`config.mk`:
```
export PLATFORM = sky130hd
export DESIGN_NAME = allpass_phaser_unit_flat
export DESIGN_NICKNAME = d
export VERILOG_FILES = /design/src/apf_pkg.sv /design/src/apf_if.sv /design/src/allpass_phaser_unit.sv /design/src/apf_cfg.sv /design/src/apf_sine_rom.sv /design/src/apf_state_mem.sv /design/src/flat_wrapper.sv
export SDC_FILE = /design/constraint.sdc
export NUM_CORES = 2
export LEC_CHECK = 0
export BUFFER_PORTS_ARGS = -buffer_cell sky130_fd_sc_hd__buf_2
export CAP_MARGIN = 20
export CORE_UTILIZATION = 62
export CTS_CLUSTER_SIZE = 20
export DETAILED_ROUTE_END_ITERATION = 16
export PLACE_DENSITY = 0.79
export SYNTH_ARGS = -nofsm -noshare
export SYNTH_HDL_FRONTEND = slang
export SYNTH_SLANG_ARGS = --single-unit
```
`constraint.sdc`:
```
create_clock -name clk -period 11.67 [get_ports clk]
set_input_delay 2.9175 -clock clk [delete_from_list [all_inputs] [get_ports clk]]
set_output_delay 2.9175 -clock clk [all_outputs]
set_load 0.05 [all_outputs]
```
`src/apf_pkg.sv`:
```
// Shared types, constants and arithmetic helpers for the allpass phaser.
// No dependencies; imported by every module of the block.
package apf_pkg;

  localparam int CFG_AW = 5;

  // register indices (address bits [4:2])
  localparam logic [2:0] REG_ENABLE = 3'd0;
  localparam logic [2:0] REG_LFO    = 3'd1;
  localparam logic [2:0] REG_DEPTH  = 3'd2;
  localparam logic [2:0] REG_FB     = 3'd3;
  localparam logic [2:0] REG_MIX    = 3'd4;

  localparam logic [16:0] UNIT16   = 17'd65536;
  localparam logic [15:0] FB_MAX   = 16'd58982;
  localparam logic [16:0] G_BASE   = 17'd13107;
  localparam logic [15:0] G_SPAN   = 16'd45875;
  localparam logic [63:0] HALF_PI_Q30 = 64'd1686629713;
  localparam logic [63:0] ONE_Q30     = 64'd1073741824;

  localparam logic signed [27:0] Q24_MAX = 28'sd8388607;
  localparam logic signed [27:0] Q24_MIN = -28'sd8388608;
  localparam logic signed [27:0] Q16_MAX = 28'sd32767;
  localparam logic signed [27:0] Q16_MIN = -28'sd32768;

  typedef struct packed {
    logic        effect_enable;
    logic [15:0] lfo_position;
    logic [16:0] mod_depth;
    logic [15:0] feedback_gain;
    logic [16:0] wet_mix;
  } cfg_regs_t;

  function automatic logic signed [23:0] sat24(input logic signed [27:0] v);
    logic signed [23:0] r;
    if (v > Q24_MAX) r = 24'sh7FFFFF;
    else if (v < Q24_MIN) r = 24'sh800000;
    else r = v[23:0];
    return r;
  endfunction

  function automatic logic signed [15:0] sat16(input logic signed [27:0] v);
    logic signed [15:0] r;
    if (v > Q16_MAX) r = 16'sh7FFF;
    else if (v < Q16_MIN) r = 16'sh8000;
    else r = v[15:0];
    return r;
  endfunction

  // Q1.15 sine for a 32-bit turn fraction; quarter-wave Taylor series in Q2.30.
  // Only ever called with constant arguments (table build).
  function automatic logic signed [15:0] sine_q15(input logic [63:0] turn);
    logic [1:0]         quad;
    logic [63:0]        r;
    logic [63:0]        x;
    logic [63:0]        x2;
    logic [63:0]        t;
    logic signed [15:0] s;
    quad = turn[31:30];
    r    = {34'd0, turn[29:0]};
    if (quad[0]) r = ONE_Q30 - r;
    x  = (r * HALF_PI_Q30) >> 30;
    x2 = (x * x) >> 30;
    t  = ONE_Q30;
    t  = ONE_Q30 - ((x2 * t) >> 30) / 110;
    t  = ONE_Q30 - ((x2 * t) >> 30) / 72;
    t  = ONE_Q30 - ((x2 * t) >> 30) / 42;
    t  = ONE_Q30 - ((x2 * t) >> 30) / 20;
    t  = ONE_Q30 - ((x2 * t) >> 30) / 6;
    t  = (x * t) >> 30;
    t  = (t + 64'd16384) >> 15;
    if (t > 64'd32767) t = 64'd32767;
    s = t[15:0];
    return quad[1] ? -s : s;
  endfunction

endpackage

```
`src/apf_if.sv`:
```
// Stream interfaces for the allpass phaser: sample input and sample result.
// Valid/ready handshake; no dependencies.
interface apf_in_if;
  logic               valid;
  logic               ready;
  logic signed [15:0] sample_in;
  modport source(output valid, output sample_in, input ready);
  modport sink(input valid, input sample_in, output ready);
endinterface

interface apf_out_if;
  logic               valid;
  logic               ready;
  logic signed [15:0] sample_out;
  modport source(output valid, output sample_out, input ready);
  modport sink(input valid, input sample_out, output ready);
endinterface

```
`src/allpass_phaser_unit.sv`:
```
// Allpass phaser: one sample in, one sample out, via a shared 25x18 multiplier.
// Processing runs sine read, coefficient, feedback, the sections in turn and the mix,
//   then loads the output register; bypass goes straight there. Next input taken as the sequencer idles.
// One sample is processed at a time, the single multiplier walking the sections (a
//   multiply and an accumulate state each) plus coefficient, feedback and mix steps.
// Reset (rst_n low, synchronous): registers to defaults, history cleared via valid bits.
module allpass_phaser_unit
  import apf_pkg::*;
#(
  parameter int STAGES       = 4,
  parameter int SINE_ENTRIES = 256
) (
  input  logic              clk,
  input  logic              rst_n,
  apf_in_if.sink            in_chan,
  apf_out_if.source         out_chan,
  input  logic              psel,
  input  logic              penable,
  input  logic              pwrite,
  input  logic [CFG_AW-1:0] paddr,
  input  logic [31:0]       pwdata,
  output logic [31:0]       prdata,
  output logic              pready
);

  localparam int SW = (STAGES > 1) ? $clog2(STAGES) : 1;

  // Sequencer states, one-hot
  typedef enum logic [11:0] {
    S_IDLE   = 12'b0000_0000_0001,
    S_SINE   = 12'b0000_0000_0010,  // sine table read settles
    S_UMUL   = 12'b0000_0000_0100,  // u * depth
    S_GMUL   = 12'b0000_0000_1000,  // span * v
    S_FBMUL  = 12'b0000_0001_0000,  // wet history * feedback; g latched
    S_X0     = 12'b0000_0010_0000,  // section input formed, first history read
    S_ST_MUL = 12'b0000_0100_0000,  // g * (yprev - x)
    S_ST_ACC = 12'b0000_1000_0000,  // section output, history write-back
    S_MIX_A  = 12'b0001_0000_0000,  // dry * (1 - mix)
    S_MIX_B  = 12'b0010_0000_0000,  // wet * mix
    S_MIX_C  = 12'b0100_0000_0000,  // sum, floor, saturate
    S_DONE   = 12'b1000_0000_0000   // wait for output slot
  } state_t;

  state_t state_r, state_nxt;

  cfg_regs_t regs;

  logic signed [15:0] sine_q;
  logic [15:0]        u;
  logic [16:0]        depth_sat;
  logic [15:0]        fb_sat;
  logic [16:0]        mix_sat;

  logic               in_acc;
  logic signed [15:0] dry_r;
  logic signed [23:0] x_r;
  logic signed [23:0] pin_r;
  logic signed [23:0] wet_r;
  logic [16:0]        g_r;
  logic [SW-1:0]      stage_r;
  logic               last_stage;

  logic signed [24:0] mul_a;
  logic signed [17:0] mul_b;
  logic signed [42:0] prod_r;
  logic signed [42:0] acc_r;
  logic signed [43:0] mix_sum;

  logic signed [23:0] prev_out;
  logic signed [23:0] y;
  logic signed [23:0] x0;
  logic [47:0]        mem_q;
  logic               mem_we;
  logic [SW-1:0]      mem_raddr;

  logic signed [15:0] result_r;
  logic               out_valid_r;
  logic signed [15:0] out_data_r;
  logic               out_load;

  // ---------------------------------------------------------------------------
  // Register bank and sine table
  // ---------------------------------------------------------------------------
  apf_cfg u_cfg (
    .clk     (clk),
    .rst_n   (rst_n),
    .psel    (psel),
    .penable (penable),
    .pwrite  (pwrite),
    .paddr   (paddr),
    .pwdata  (pwdata),
    .prdata  (prdata),
    .pready  (pready),
    .regs    (regs)
  );

  apf_sine_rom #(
    .SINE_ENTRIES (SINE_ENTRIES)
  ) u_sine (
    .clk          (clk),
    .lfo_position (regs.lfo_position),
    .sine_q       (sine_q)
  );

  // registers above their range clamp
  assign depth_sat = (regs.mod_depth > UNIT16) ? UNIT16 : regs.mod_depth;
  assign fb_sat    = (regs.feedback_gain > FB_MAX) ? FB_MAX : regs.feedback_gain;
  assign mix_sat   = (regs.wet_mix > UNIT16) ? UNIT16 : regs.wet_mix;

  // (sine + 1) / 2 in Q0.16 from the Q1.15 value: flip the sign bit
  assign u = {~sine_q[15], sine_q[14:0]};

  // ---------------------------------------------------------------------------
  // Section history memory: {prev input, prev output} per section
  // ---------------------------------------------------------------------------
  assign mem_we    = (state_r == S_ST_ACC);
  assign mem_raddr = (state_r == S_ST_ACC && !last_stage) ? SW'(stage_r + 1'b1) : '0;

  apf_state_mem #(
    .STAGES (STAGES),
    .AW     (SW)
  ) u_hist (
    .clk   (clk),
    .rst_n (rst_n),
    .we    (mem_we),
    .waddr (stage_r),
    .wdata ({x_r, y}),
    .raddr (mem_raddr),
    .rdata (mem_q)
  );

  assign prev_out   = mem_q[23:0];
  assign last_stage = (stage_r == SW'(STAGES - 1));

  // ---------------------------------------------------------------------------
  // Shared multiplier, operands picked by the sequencer, product registered
  // ---------------------------------------------------------------------------
  always_comb begin
    mul_a = '0;
    mul_b = '0;
    unique case (state_r)
      S_UMUL: begin
        mul_a = $signed({9'd0, u});
        mul_b = $signed({1'b0, depth_sat});
      end
      S_GMUL: begin
        mul_a = $signed({9'd0, G_SPAN});
        mul_b = $signed({2'b0, prod_r[31:16]});
      end
      S_FBMUL: begin
        mul_a = {wet_r[23], wet_r};
        mul_b = $signed({2'b0, fb_sat});
      end
      S_ST_MUL: begin
        mul_a = {prev_out[23], prev_out} - {x_r[23], x_r};
        mul_b = $signed({1'b0, g_r});
      end
      S_MIX_A: begin
        mul_a = {{9{dry_r[15]}}, dry_r};
        mul_b = $signed({1'b0, 17'(UNIT16 - mix_sat)});
      end
      S_MIX_B: begin
        mul_a = {x_r[23], x_r};
        mul_b = $signed({1'b0, mix_sat});
      end
      default: ;
    endcase
  end

  always_ff @(posedge clk) begin
    prod_r <= mul_a * mul_b;
  end

  // all shifts are arithmetic, i.e. floor
  assign x0      = sat24(28'(dry_r) + {prod_r[42], prod_r[42:16]});
  assign y       = sat24(28'(pin_r) + {prod_r[42], prod_r[42:16]});
  assign mix_sum = 44'(acc_r) + 44'(prod_r);

  // ---------------------------------------------------------------------------
  // Sequencer
  // ---------------------------------------------------------------------------
  assign in_acc        = in_chan.valid & in_chan.ready;
  assign in_chan.ready = (state_r == S_IDLE);
  assign out_load      = (state_r == S_DONE) && (!out_valid_r || out_chan.ready);

  always_comb begin
    state_nxt = state_r;
    unique case (state_r)
      S_IDLE:   if (in_acc) state_nxt = regs.effect_enable ? S_SINE : S_DONE;
      S_SINE:   state_nxt = S_UMUL;
      S_UMUL:   state_nxt = S_GMUL;
      S_GMUL:   state_nxt = S_FBMUL;
      S_FBMUL:  state_nxt = S_X0;
      S_X0:     state_nxt = S_ST_MUL;
      S_ST_MUL: state_nxt = S_ST_ACC;
      S_ST_ACC: state_nxt = last_stage ? S_MIX_A : S_ST_MUL;
      S_MIX_A:  state_nxt = S_MIX_B;
      S_MIX_B:  state_nxt = S_MIX_C;
      S_MIX_C:  state_nxt = S_DONE;
      S_DONE:   if (out_load) state_nxt = S_IDLE;
      default:  state_nxt = S_IDLE;
    endcase
  end

  always_ff @(posedge clk) begin
    if (!rst_n) begin
      state_r <= S_IDLE;
      stage_r <= '0;
      wet_r   <= '0;
    end else begin
      state_r <= state_nxt;
      if (state_r == S_X0) stage_r <= '0;
      else if (state_r == S_ST_ACC && !last_stage) stage_r <= SW'(stage_r + 1'b1);
      // wet history only moves on processed samples
      if (state_r == S_MIX_A) wet_r <= x_r;
    end
  end

  // datapath registers
  always_ff @(posedge clk) begin
    if (in_acc) begin
      dry_r    <= in_chan.sample_in;
      result_r <= in_chan.sample_in;  // bypass value; overwritten when processing
    end
    if (state_r == S_FBMUL)  g_r   <= G_BASE + {1'b0, prod_r[31:16]};
    if (state_r == S_X0)     x_r   <= x0;
    if (state_r == S_ST_MUL) pin_r <= mem_q[47:24];
    if (state_r == S_ST_ACC) x_r   <= y;
    if (state_r == S_MIX_B)  acc_r <= prod_r;
    if (state_r == S_MIX_C)  result_r <= sat16(mix_sum[43:16]);
  end

  // ---------------------------------------------------------------------------
  // Output register: holds a finished result until its transfer
  // ---------------------------------------------------------------------------
  always_ff @(posedge clk) begin
    if (!rst_n) begin
      out_valid_r <= 1'b0;
    end else if (out_load) begin
      out_valid_r <= 1'b1;
    end else if (out_chan.ready) begin
      out_valid_r <= 1'b0;
    end
  end

  always_ff @(posedge clk) begin
    if (out_load) out_data_r <= result_r;
  end

  assign out_chan.valid      = out_valid_r;
  assign out_chan.sample_out = out_data_r;

`ifndef SYNTHESIS
  // bypass: result is the input sample and the wet history is untouched
  a_bypass: assert property (@(posedge clk) disable iff (!rst_n)
    (in_acc && !regs.effect_enable) |=>
      (state_r == S_DONE && result_r == $past(in_chan.sample_in) && $stable(wet_r)))
    else $error("bypass transfer altered result or state");

  // section counter never walks past the last section
  a_stage_bound: assert property (@(posedge clk) disable iff (!rst_n)
    stage_r <= SW'(STAGES - 1))
    else $error("section counter out of range");

  // a finished result reaches the free output register on the next edge
  a_result_out: assert property (@(posedge clk) disable iff (!rst_n)
    (state_r == S_DONE && !out_valid_r) |=>
      (out_valid_r && out_data_r == $past(result_r) && state_r == S_IDLE))
    else $error("result not moved to output register");
`endif

endmodule

```
`src/apf_cfg.sv`:
```
// APB-style register bank of the allpass phaser.
// Depends on apf_pkg.
module apf_cfg
  import apf_pkg::*;
(
  input  logic              clk,
  input  logic              rst_n,
  input  logic              psel,
  input  logic              penable,
  input  logic              pwrite,
  input  logic [CFG_AW-1:0] paddr,
  input  logic [31:0]       pwdata,
  output logic [31:0]       prdata,
  output logic              pready,
  output cfg_regs_t         regs
);

  cfg_regs_t regs_r;
  logic      wr_en;

  assign pready = 1'b1;
  assign wr_en  = psel & penable & pwrite;
  assign regs   = regs_r;

  always_ff @(posedge clk) begin
    if (!rst_n) begin
      regs_r.effect_enable <= 1'b1;
      regs_r.lfo_position  <= 16'd0;
      regs_r.mod_depth     <= 17'd32768;
      regs_r.feedback_gain <= 16'd0;
      regs_r.wet_mix       <= 17'd32768;
    end else if (wr_en) begin
      unique case (paddr[4:2])
        REG_ENABLE: regs_r.effect_enable <= pwdata[0];
        REG_LFO:    regs_r.lfo_position  <= pwdata[15:0];
        REG_DEPTH:  regs_r.mod_depth     <= pwdata[16:0];
        REG_FB:     regs_r.feedback_gain <= pwdata[15:0];
        REG_MIX:    regs_r.wet_mix       <= pwdata[16:0];
        default: ;
      endcase
    end
  end

  always_comb begin
    unique case (paddr[4:2])
      REG_ENABLE: prdata = {31'd0, regs_r.effect_enable};
      REG_LFO:    prdata = {16'd0, regs_r.lfo_position};
      REG_DEPTH:  prdata = {15'd0, regs_r.mod_depth};
      REG_FB:     prdata = {16'd0, regs_r.feedback_gain};
      REG_MIX:    prdata = {15'd0, regs_r.wet_mix};
      default:    prdata = 32'd0;
    endcase
  end

endmodule

```
`src/apf_sine_rom.sv`:
```
// Sine lookup for the sweep: table built at elaboration, registered read.
// Depends on apf_pkg (sine_q15).
module apf_sine_rom
  import apf_pkg::*;
#(
  parameter int SINE_ENTRIES = 256
) (
  input  logic               clk,
  input  logic [15:0]        lfo_position,
  output logic signed [15:0] sine_q
);

  localparam int IW = $clog2(SINE_ENTRIES);

  logic signed [15:0] rom [SINE_ENTRIES];
  logic [16+IW:0]     idx_prod;
  logic [IW-1:0]      idx;

  for (genvar i = 0; i < SINE_ENTRIES; i++) begin : g_rom
    localparam logic [63:0] TURN = (64'(i) << 32) / SINE_ENTRIES;
    assign rom[i] = sine_q15(TURN);
  end

  // index = lfo * entries >> 16, always below the table depth
  assign idx_prod = (17+IW)'(lfo_position) * (17+IW)'(SINE_ENTRIES);
  assign idx      = idx_prod[16 +: IW];

  always_ff @(posedge clk) begin
    sine_q <= rom[idx];
  end

endmodule

```
`src/apf_state_mem.sv`:
```
// Section history store: previous input and output of every allpass section.
// One write and one read port, read data registered; per-entry valid bits.
module apf_state_mem
  import apf_pkg::*;
#(
  parameter int STAGES = 4,
  parameter int AW     = 2
) (
  input  logic          clk,
  input  logic          rst_n,
  input  logic          we,
  input  logic [AW-1:0] waddr,
  input  logic [47:0]   wdata,
  input  logic [AW-1:0] raddr,
  output logic [47:0]   rdata
);

  logic [47:0]       mem [STAGES];
  logic [STAGES-1:0] valid_r;
  logic [47:0]       rd_data_r;
  logic              rd_valid_r;

  always_ff @(posedge clk) begin
    if (we) mem[waddr] <= wdata;
    rd_data_r <= mem[raddr];
  end

  // never-written entries read as zero history
  always_ff @(posedge clk) begin
    if (!rst_n) begin
      valid_r    <= '0;
      rd_valid_r <= 1'b0;
    end else begin
      if (we) valid_r[waddr] <= 1'b1;
      rd_valid_r <= valid_r[raddr];
    end
  end

  assign rdata = rd_valid_r ? rd_data_r : 48'd0;

endmodule

```
`src/flat_wrapper.sv`:
```
// flat-port wrapper written by rule: the top's interface ports become plain ports
module allpass_phaser_unit_flat import apf_pkg::*;
#(
  parameter int STAGES       = 4,
  parameter int SINE_ENTRIES = 256
)
  (clk, rst_n, psel, penable, pwrite, paddr, pwdata, prdata, pready, in_chan_valid, in_chan_sample_in, in_chan_ready, out_chan_valid, out_chan_sample_out, out_chan_ready);
  apf_in_if in_chan_i ();
  apf_out_if out_chan_i ();
  input  logic clk;
  input  logic rst_n;
  input  logic psel;
  input  logic penable;
  input  logic pwrite;
  input  logic [CFG_AW-1:0] paddr;
  input  logic [31:0] pwdata;
  output logic [31:0] prdata;
  output logic pready;
  input wire logic [$bits(in_chan_i.valid)-1:0] in_chan_valid;
  input wire logic [$bits(in_chan_i.sample_in)-1:0] in_chan_sample_in;
  output wire logic [$bits(in_chan_i.ready)-1:0] in_chan_ready;
  output wire logic [$bits(out_chan_i.valid)-1:0] out_chan_valid;
  output wire logic [$bits(out_chan_i.sample_out)-1:0] out_chan_sample_out;
  input wire logic [$bits(out_chan_i.ready)-1:0] out_chan_ready;
  assign in_chan_i.valid = in_chan_valid;
  assign in_chan_i.sample_in = in_chan_sample_in;
  assign in_chan_ready = in_chan_i.ready;
  assign out_chan_valid = out_chan_i.valid;
  assign out_chan_sample_out = out_chan_i.sample_out;
  assign out_chan_i.ready = out_chan_ready;
  allpass_phaser_unit #(.STAGES(STAGES), .SINE_ENTRIES(SINE_ENTRIES)) u_core (.clk(clk), .rst_n(rst_n), .in_chan(in_chan_i), .out_chan(out_chan_i), .psel(psel), .penable(penable), .pwrite(pwrite), .paddr(paddr), .pwdata(pwdata), .prdata(prdata), .pready(pready));
endmodule
```
==> metrics list <==
- DRC errors left: 0
- Number of H-tree branching levels: 2
* Leading cell type in the layout, fill and taps excluded: sky130_fd_sc_hd__nand2_1
- At the worst endpoint, the required time is between 10,000 and 15,000 ps.
* Weighted congestion at the end of routability-driven global placement: 1.02
- Wires add up to 152,000 µm.
- Counting both buffers and inverters, the worst setup path holds a total of 5.
- The floorplan step set the die width to approximately 280 µm.
- The first routing iteration left 4,731 violations.
- Once the floorplan was initialized, standard cells occupied between 60% and 70% of the core.
* Post-Synthesis Cell Area: 0.0468 mm²
- The flow ran to the end, and the final reports show no timing, DRC or antenna violations.
- RSZ-0062 raised after global routing: false
* Launch instance of the worst min-delay path: u_core.result_r[14]
* Global-route wire length before repair: 232,000 µm
- For this run the aggregate overflow at the end of global routing stands at 0.
- Most frequent cells in the layout: 715 x sky130_fd_sc_hd__nand2_1, 566 x sky130_fd_sc_hd__inv_1, 430 x sky130_fd_sc_hd__nor2_1
* Endpoint arrival time on the critical path: 10,940 ps
* Cell Pwr Density: 82.9 mW/mm²
* Final instance count without filler cells: approximately 6,100
* Chip height: between 200 and 300 µm
* Die Outline Area: ~0.077 mm²
* Synth area leader: sky130_fd_sc_hd__edfxtp_1
* Switch share: ~23%
- The hold violation total from the final report came to 0.
- Placed Area: roughly 0.048 mm²
* Final instance area: around 0.050 mm²
- Counting flops with a built-in enable in the synthesized netlist gives 348.
* Combinational share of power: between 3 and 4%
- Global routing consumed, over all layers together, between 30% and 40% of the routing resources.
- The cell count after synthesis came out at around 5,000.
- In this design, the stage delay of the slowest critical-path cell is about 840 ps.
- Via-per-instance ratio: roughly 6.5
* Area Growth Syn to Fin: 6.92%
- Along the worst path, the maximum fanout reaches 26.
* Count of max-cap constraint violations: 0
- The clock network accounts for between 40 and 50% of the total power.
* Slowest cell on the critical path: sky130_fd_sc_hd__o2111ai_1
- Sequential-to-total area share from yosys stat: approximately a third
- Category of the most critical setup path: reg2reg
* Worst setup slack after placement: roughly 1500 ps
* TritonCTS sink count: 566
- Kind of capture point of the worst setup path: flop
- Share of post-route cells with drive strength above 1: roughly 7.2%
- In this run the worst setup path begins at u_core.u_hist.rd_valid_r.
* Number of nets in the final layout: slightly below 6,000
* Root Buffer Master: sky130_fd_sc_hd__clkbuf_16
* Inserted Clock Buffers: 54
- The worst setup path is launched from a flop.
- For the pin with the worst max-slew slack, the measured transition is 1240 ps.
- Dominant synthesized flop cell: sky130_fd_sc_hd__edfxtp_1
- Entering global routing, the biggest net connects 96 pins.
* Clock skew: ~27 ps
- The core region is ~0.075 mm².
- After layout, the minimum clock period comes to around 10,000 ps.
- After detailed routing, the average wire length per cell comes to 24.9 µm.
- In this run the tool buffered the top-level ports with between 70 and 80 buffer cells.
* Sequential fraction of design power: between 50 and 60%
* Max Root-Sink Buffers: 3
* Post-Synthesis Mean Instance Area: 9.13 µm²
- Clock-pin slew on the worst setup and hold paths: about 60 ps
- Standard-cell row count: 100
- For the worst-skew pair, the clock arrives at the later sink with an insertion delay of approximately 640 ps.
- Peak ir drop on the vdd network: 106 µV
* Fin worst setup slack: between 1000 and 1500 ps
- Ys async rst share: 0%
* Via count of the first global-routing pass: around 39,000
- The internal power of the cells totals around 3.2 mW.
* Highest attainable clock frequency: ~96 MHz
- The number of slew-limit violations in the final report came to 0.
* Cell type with the highest occurrence count on the critical path: sky130_fd_sc_hd__fa_1
- Post-CTS timing repair inserted 0 buffers for setup.
* Setup_tns: 0 ps
- Detailed placement ended at an HPWL of 112,000 µm.
- Number of instances resized during post-cts repair: 0
- The detail route stage leaves a number of antenna-violating nets equal to 0.
- Summed over its instances, the top area cell type makes up between 20% and 30% of the synthesized netlist area.
- The first detailed-routing pass took 9 iterations.
- Initial antenna violation count: 4
* Worst reg2reg startpoint: u_core.u_hist.rd_valid_r
- After clock tree synthesis, the flow added hold-fix buffers numbering 0.
* Number of cells in the design after placement: roughly 6,000
- Post-synthesis cell type count: a little under 90
- For this design the top-level I/O count stands at 111.
* Via total after detailed routing: 39,700
- For this design the total switching power over the nets is between 0.9 and 1 mW.
* YS warnings: 0
- Cell class contributing the biggest share of worst-path delay: compound AO/OA/AOI/OAI gates
* CTS tree: built
- Total of endpoints with negative setup slack in the final report: 0
- Leading post-synthesis cells by cell area: sky130_fd_sc_hd__edfxtp_1 22%, sky130_fd_sc_hd__fa_1 18%, sky130_fd_sc_hd__dfxtp_1 9.3%
* FF+latch count, synth: 566
- Final Cycle Share: about nine tenths
* Final core area utilization: between 60% and 70%
* Headroom to the max-slew limit: roughly 16%
- The tightest min-delay check is of the reg2reg type.
- For this design the static power due to leakage is roughly 21 nW.
-- flip-flops by register name, summed over array words and instances (netlist names), 16 cells and up --
register                    cells
u_core.u_hist.mem             192
u_core.u_cfg.regs              67
u_core.u_hist.rd_data_r        48
u_core.acc_r                   43
u_core.prod_r                  43
u_core.pin_r                   24
u_core.wet_r                   24
u_core.x_r                     24
u_core.g_r                     17
u_core.dry_r                   16
u_core.out_chan.sample_out     16
u_core.result_r                16
u_core.u_sine.sine_q           16
-- power by group through the flow --
stage / clock network, mW / logic (mW) / registers, mW
2_1_floorplan: 0 / 0.118 / 2.17
3_3_place_gp: 0 / 0.156 / 2.18
3_5_place_dp: 0 / 0.158 / 2.18
4_1_cts: 1.86 / 0.158 / 2.14
5_1_grt: 1.93 / 0.173 / 2.14
6_report: 1.85 / 0.163 / 2.14
-- metrics by stage --
step	hold slack (ps)	power (mW)
after global placement	403	2.34
after detailed placement	405	2.34
final	399	4.15
after floorplan	400	2.29
after CTS	396	4.15
after global routing	404	4.24
-- kinds of logic after synthesis --
group / count (synthesis) / synth area share [%]
buf+inv: 854 / 7.03
fa+ha+maj: 665 / 24.5
flops: 566 / 31.6
other cells: 2 / 0.0160
xor+xnor: 148 / 2.77
mux: 68 / 1.61
compound gates: 1241 / 17.5
simple gates: 1587 / 14.9
-- layer usage --
metal | track usage, % | up-vias | routed length [µm]
met2 | 61.4 | 2470 | 67700
met4 | 21.0 | 2 | 9610
met3 | 9.05 | 548 | 17900
met1 | 52.4 | 19200 | 56700
li1 | - | 17500 | -
met5 | 0 | - | 11
-- final timing paths --
check / endpoint / slack, ps / cells after the start
hold / removal: u_core.out_chan.sample_out[14] / 400 / 0
setup reg to reg: u_core.prod_r[37] / 1290 / 39
hold reg to reg: u_core.out_chan.sample_out[14] / 400 / 0
setup / recovery: u_core.prod_r[37] / 1290 / 39
-- area by class of cell --
cell class / count / area [µm²]
clock inverters: 33 / 330
clock buffers: 68 / 1550
fillers: 6000 / 24500
flip-flops and latches: 566 / 14800
well taps: 969 / 1210
multi-input cells: 3725 / 28900
inverters: 568 / 2130
diodes: 1 / 2.50
repair buffers: 178 / 1150
-- Yosys cell counts, types with 17 or more instances --
| cell | n |
|---|---|
| sky130_fd_sc_hd__nor3_1 | 60 |
| sky130_fd_sc_hd__o21ai_0 | 235 |
| sky130_fd_sc_hd__nand2_1 | 717 |
| sky130_fd_sc_hd__nand2b_1 | 50 |
| sky130_fd_sc_hd__inv_1 | 568 |
| sky130_fd_sc_hd__buf_4 | 18 |
| sky130_fd_sc_hd__o211ai_1 | 52 |
| sky130_fd_sc_hd__mux2i_1 | 53 |
| sky130_fd_sc_hd__a21boi_0 | 95 |
| sky130_fd_sc_hd__a211oi_1 | 37 |
| sky130_fd_sc_hd__buf_1 | 30 |
| sky130_fd_sc_hd__o21a_1 | 28 |
| sky130_fd_sc_hd__a21o_1 | 78 |
| sky130_fd_sc_hd__a22oi_2 | 17 |
| sky130_fd_sc_hd__nand3_1 | 55 |
| sky130_fd_sc_hd__edfxtp_1 | 348 |
| sky130_fd_sc_hd__o311ai_0 | 24 |
| sky130_fd_sc_hd__o21bai_1 | 17 |
| sky130_fd_sc_hd__a222oi_1 | 21 |
| sky130_fd_sc_hd__nand4_1 | 34 |
| sky130_fd_sc_hd__nor2_1 | 432 |
| sky130_fd_sc_hd__ha_1 | 246 |
| sky130_fd_sc_hd__o22ai_1 | 64 |
| sky130_fd_sc_hd__and3_1 | 22 |
| sky130_fd_sc_hd__xnor2_1 | 109 |
| sky130_fd_sc_hd__fa_1 | 419 |
| sky130_fd_sc_hd__nor2b_1 | 48 |
| sky130_fd_sc_hd__dfxtp_1 | 218 |
| sky130_fd_sc_hd__a31oi_1 | 43 |
| sky130_fd_sc_hd__clkbuf_1 | 230 |
| sky130_fd_sc_hd__and2_1 | 79 |
| sky130_fd_sc_hd__a221oi_1 | 18 |
| sky130_fd_sc_hd__a22oi_1 | 45 |
| sky130_fd_sc_hd__o31ai_1 | 21 |
| sky130_fd_sc_hd__a21oi_1 | 323 |
| sky130_fd_sc_hd__xor2_1 | 39 |
No activity file was read; power rests on OpenSTA's default activity.
